## config.mk

```make
export PLATFORM = sky130hd
export DESIGN_NAME = scsa_decode
export DESIGN_NICKNAME = d
export VERILOG_FILES = /design/src/hw/rtl/size_class_slab_allocator_macros.svh /design/src/hw/rtl/scsa_pkg.sv /design/src/hw/rtl/scsa_decode.sv
export SDC_FILE = /design/constraint.sdc
export NUM_CORES = 1
export LEC_CHECK = 0
export ABC_AREA = 1
export ABC_CLOCK_PERIOD_IN_PS = 4800
export BUFFER_PORTS_ARGS = -buffer_cell sky130_fd_sc_hd__buf_2
export CORE_AREA = 2 2 83 85
export DETAILED_ROUTE_END_ITERATION = 12
export DIE_AREA = 0 0 85 87
export PLACE_DENSITY = 0.87
export SLEW_MARGIN = 10
export SYNTH_ARGS = -nofsm -noshare
export SYNTH_HDL_FRONTEND = slang
export SYNTH_SLANG_ARGS = --single-unit
```

## constraint.sdc

```tcl
create_clock -name vclk -period 4.8
set_input_delay 0.72 -clock vclk [all_inputs]
set_output_delay 0.72 -clock vclk [all_outputs]
set_load 0.01 [all_outputs]
```

## src/hw/rtl/size_class_slab_allocator_macros.svh

```systemverilog
`ifndef SIZE_CLASS_SLAB_ALLOCATOR_MACROS_SVH
`define SIZE_CLASS_SLAB_ALLOCATOR_MACROS_SVH

// same-cycle implication, disabled in reset
`define SCSA_ASSERT_IMP(lbl, clk, rstn, ante, cons, msg) \
  lbl: assert property (@(posedge clk) disable iff (!rstn) (ante) |-> (cons)) \
    else $error(msg);

// next-cycle implication, disabled in reset
`define SCSA_ASSERT_NXT(lbl, clk, rstn, ante, cons, msg) \
  lbl: assert property (@(posedge clk) disable iff (!rstn) (ante) |=> (cons)) \
    else $error(msg);

`endif

```

## src/hw/rtl/scsa_pkg.sv

```systemverilog
`timescale 1ns / 1ps
package scsa_pkg;

  // fixed geometry
  localparam int PAGE_BYTES      = 4096;
  localparam int PAGE_SHIFT      = 12;
  localparam int HEADER_BYTES    = 8;
  localparam int NUM_CLASSES     = 8;
  localparam int MIN_CLASS_BYTES = 32;
  localparam int MIN_SHIFT       = 5;
  localparam int MAX_REQUEST     = 4096;
  localparam int MAX_CLASS_BYTES = MIN_CLASS_BYTES << (NUM_CLASSES - 1);
  localparam int SLOTS_PER_PAGE  = PAGE_BYTES / MIN_CLASS_BYTES;
  localparam int SLOT_SHIFT      = PAGE_SHIFT - MIN_SHIFT;
  localparam int POOL_PAGES_DEF  = 64;

  localparam int CLS_W    = 3;
  localparam int TAG_W    = 4;
  localparam int TAG_LIVE = 3;
  localparam int CFG_IDX_W = 2;

  typedef logic [CLS_W-1:0] cls_t;

  // configuration register indexes
  localparam logic [CFG_IDX_W-1:0] CFG_POOL_BASE  = 2'd0;
  localparam logic [CFG_IDX_W-1:0] CFG_PAGE_LIMIT = 2'd1;

  typedef enum logic [1:0] {
    CMD_ALLOC = 2'd0,
    CMD_FREE  = 2'd1,
    CMD_QUERY = 2'd2
  } cmd_e;

  typedef enum logic [2:0] {
    STAT_OK        = 3'd0,
    STAT_ZERO_SIZE = 3'd1,
    STAT_TOO_LARGE = 3'd2,
    STAT_NO_PAGE   = 3'd3,
    STAT_NULL_PTR  = 3'd4,
    STAT_BAD_PTR   = 3'd5
  } status_e;

  // decoded request flags
  typedef struct packed {
    cls_t cls;
    logic zero_size;
    logic too_large;
    logic null_ptr;
    logic located;
  } scsa_dec_t;

  function automatic logic [12:0] class_bytes(cls_t c);
    return 13'(MIN_CLASS_BYTES << c);
  endfunction

  function automatic logic [7:0] objs_per_page(cls_t c);
    return 8'(SLOTS_PER_PAGE >> c);
  endfunction

endpackage

```

## src/hw/rtl/scsa_decode.sv

```systemverilog
`timescale 1ns / 1ps
module scsa_decode #(
  parameter int POOL_PAGES = scsa_pkg::POOL_PAGES_DEF
) (
  input  logic [15:0]                                            request_size_i,
  input  logic [31:0]                                            object_address_i,
  input  logic [31:0]                                            pool_base_i,
  input  logic [$clog2(POOL_PAGES+1)-1:0]                        pages_taken_i,
  output scsa_pkg::scsa_dec_t                                    dec_o,
  output logic [$clog2(POOL_PAGES*scsa_pkg::SLOTS_PER_PAGE)-1:0] slot_o
);
  import scsa_pkg::*;

  localparam int SW = $clog2(POOL_PAGES * SLOTS_PER_PAGE);

  logic [31:0] off;

  // smallest class holding the request
  always_comb begin
    dec_o.cls = cls_t'(NUM_CLASSES - 1);
    for (int c = NUM_CLASSES - 1; c >= 0; c--) begin
      if (17'(MIN_CLASS_BYTES << c) >= {1'b0, request_size_i}) begin
        dec_o.cls = cls_t'(c);
      end
    end
  end

  assign dec_o.zero_size = (request_size_i == 16'd0);
  assign dec_o.too_large = ({1'b0, request_size_i} > 17'(MAX_REQUEST)) ||
                           ({1'b0, request_size_i} > 17'(MAX_CLASS_BYTES));
  assign dec_o.null_ptr  = (object_address_i == 32'd0);

  // pointer to slot: inside the taken pages and on a slot boundary
  assign off = object_address_i - 32'(HEADER_BYTES) - pool_base_i;
  assign dec_o.located = (off[31:PAGE_SHIFT] < (32-PAGE_SHIFT)'(pages_taken_i)) &&
                         (off[MIN_SHIFT-1:0] == '0);
  assign slot_o = off[SW+MIN_SHIFT-1:MIN_SHIFT];

endmodule

```

==> run metrics <==
outcome finished clean; row cnt 30; Final Max Slew Viols 0; first-pass GRT wire length ~16000 um; CP max FO 5; Mapped Area approximately 3500 sq um; vias about 4300; RSZ-0062 raised after global routing no; layout cells sized above 1 a little under a fifth; initial antenna violation count 0; vias per cell 5.059; Post-CTS Setup Bufs 0; Post-CTS Hold Buffers 0; Final Util between 60% and 70%; number of remaining DRC errors 0; antenna fix cells 0; number of buffers added on ports roughly 110; Worst Max-Slew Pin Slew around 0.5 ns; hpwl dp slightly above 9000 um; Setup CP Type primary input to output pin; worst setup path start object_address_i[1]; core area approximately 6600 sq um; Fmax 220.8 MHz; post-layout total power slightly below 700 uW; CP endpoint kind output pin; GRT Overall Usage approximately a quarter; vias in the first global route between 3000 and 4000; Hold Vio Cnt, Final 0; Hold Path Origin object_address_i[8]; post-route ant nets 0; # IOs ~110; CLK BUF 0; Die W about 85 um; drt first pass iters 5; Avg Cell Area, Syn approximately 5.2 sq um; Critical Path RT approximately 4 ns; Ys Warns 0; Post-Layout Cell Count about 850; Leak approximately 0.0027 uW; wire per inst roughly 12 um; Critical Path Start Type primary input; Pwr Density around 170 nW/um^2; RePlAce Congestion 0.9730; Resize count post-CTS 0; most frequent cells in the layout 210 x nand2_1, 185 x inv_1, 107 x buf_2; WHS Path Cells 5; final setup violation count 0; maxcap violations 0; area grow syn2layout 18.22%; WHS around 1.8 ns; NumNets Final 930; largest net degree at the start of global routing 8; number of DRC markers in iteration 0 roughly 250; Starting Density 53.10%; Die ar. between 7000 and 8000 sq um; crit path DAT approximately 3.8 ns; Register Area 0 sq um; Syn Inst Count ~670; setup_tns 0 ns; final cycle utilization of the critical path between 90% and 100%; Die Span Y ~87 um; total grt overflow 0; net count after synthesis approximately 820; Unique masters post-synth 31; sequential-to-total area share from yosys stat 0%; DRT Wirelength around 10000 um; commonest non-fill, non-tap cell in the layout nand2_1; HP Class primary input to output pin; num sequential 0; Max-slew headroom between 60 and 70%; Placed Instances about 850; Worst VDD drop ~0.00012 V; Tmin final approximately 4.5 ns
[critical path, stage by stage]
cell and delay [ns]:
buf_2 0.11, ha_1 0.29, ha_1 0.26, fa_1 0.47
nand3_1 0.14, nand3_2 0.16, nand2_1 0.10, nand3_1 0.18
a31oi_1 0.22, xor2_1 0.16, inv_1 0.07, ha_1 0.29
a21oi_1 0.12, nand3b_1 0.12, nand2_1 0.07, nor2_2 0.07
nand2_1 0.06, nor2_2 0.07, buf_2 0.13
[final timing paths]
kind / to / slack [ns]
max: dec_o[0] / 0.27
min: dec_o[1] / 1.80
[cells by family after synthesis]
logic type / after synthesis / synth area share [%]
and+or+nand+nor: 354 / 44.66
adders and majority gates: 68 / 24.61
buffers and inverters: 189 / 20.34
xor gates and xnor gates: 16 / 4.017
AOI/OAI and AO/OA: 39 / 6.384
[per-stage QoR]
step           setup WS [ns]  cell area (sq um)
2_1_floorplan         0.8351               3488
3_3_place_gp          0.2750               4124
3_5_place_dp          0.2767               4124
4_1_cts               0.2668               4124
5_1_grt              0.02011               4124
6_report              0.2700               4124
[layout make-up]
cell class / instances / area, sq um
multi-input cells: 477 / 2779
fillers: 654 / 2445
inverters: 189 / 709.4
well taps: 80 / 100.1
repair buffers: 107 / 535.5
[where the power goes]
group / internal, uW / total (uW) / switching, uW
Combinational: 255 / 681 / 427
Sequential: 0 / 0 / 0
Clock: 0 / 0 / 0
[synthesized netlist by cell type]
library cell | n | area share, %
nand2_2 | 9 | 1.6
nor2_1 | 48 | 5.2
o21ai_1 | 1 | 0.14
ha_1 | 67 | 24
o31a_1 | 1 | 0.25
nor3_2 | 2 | 0.57
inv_1 | 185 | 20
xor2_1 | 12 | 3.0
or2_1 | 2 | 0.36
o21ai_0 | 5 | 0.72
and2_1 | 2 | 0.36
nor3b_2 | 1 | 0.36
nand3_2 | 3 | 0.86
and3_1 | 1 | 0.18
nor4_1 | 8 | 1.4
o21bai_1 | 4 | 0.86
nor3_1 | 8 | 1.1
fa_1 | 1 | 0.57
nor2_2 | 14 | 2.5
nand2_1 | 210 | 23
a21oi_1 | 23 | 3.3
a31oi_1 | 3 | 0.54
nand3_1 | 31 | 4.4
inv_2 | 4 | 0.43
nor2_4 | 1 | 0.32
a21oi_2 | 1 | 0.25
xnor2_1 | 4 | 1.0
nand3b_1 | 4 | 0.86
nor4b_1 | 1 | 0.25
nand4_1 | 9 | 1.6
o21bai_2 | 1 | 0.32
[per-layer routing]
layer / vias to the layer above / track usage, % / share of wire, %
met1: 1896 / 34.63 / 44
met2: 170 / 49.22 / 47
met4: 0 / 3.608 / 1.4
met5: - / 0 / 0
li1: 2237 / - / -
met3: 12 / 1.706 / 7.9
Power figures use the tool's default switching activity.
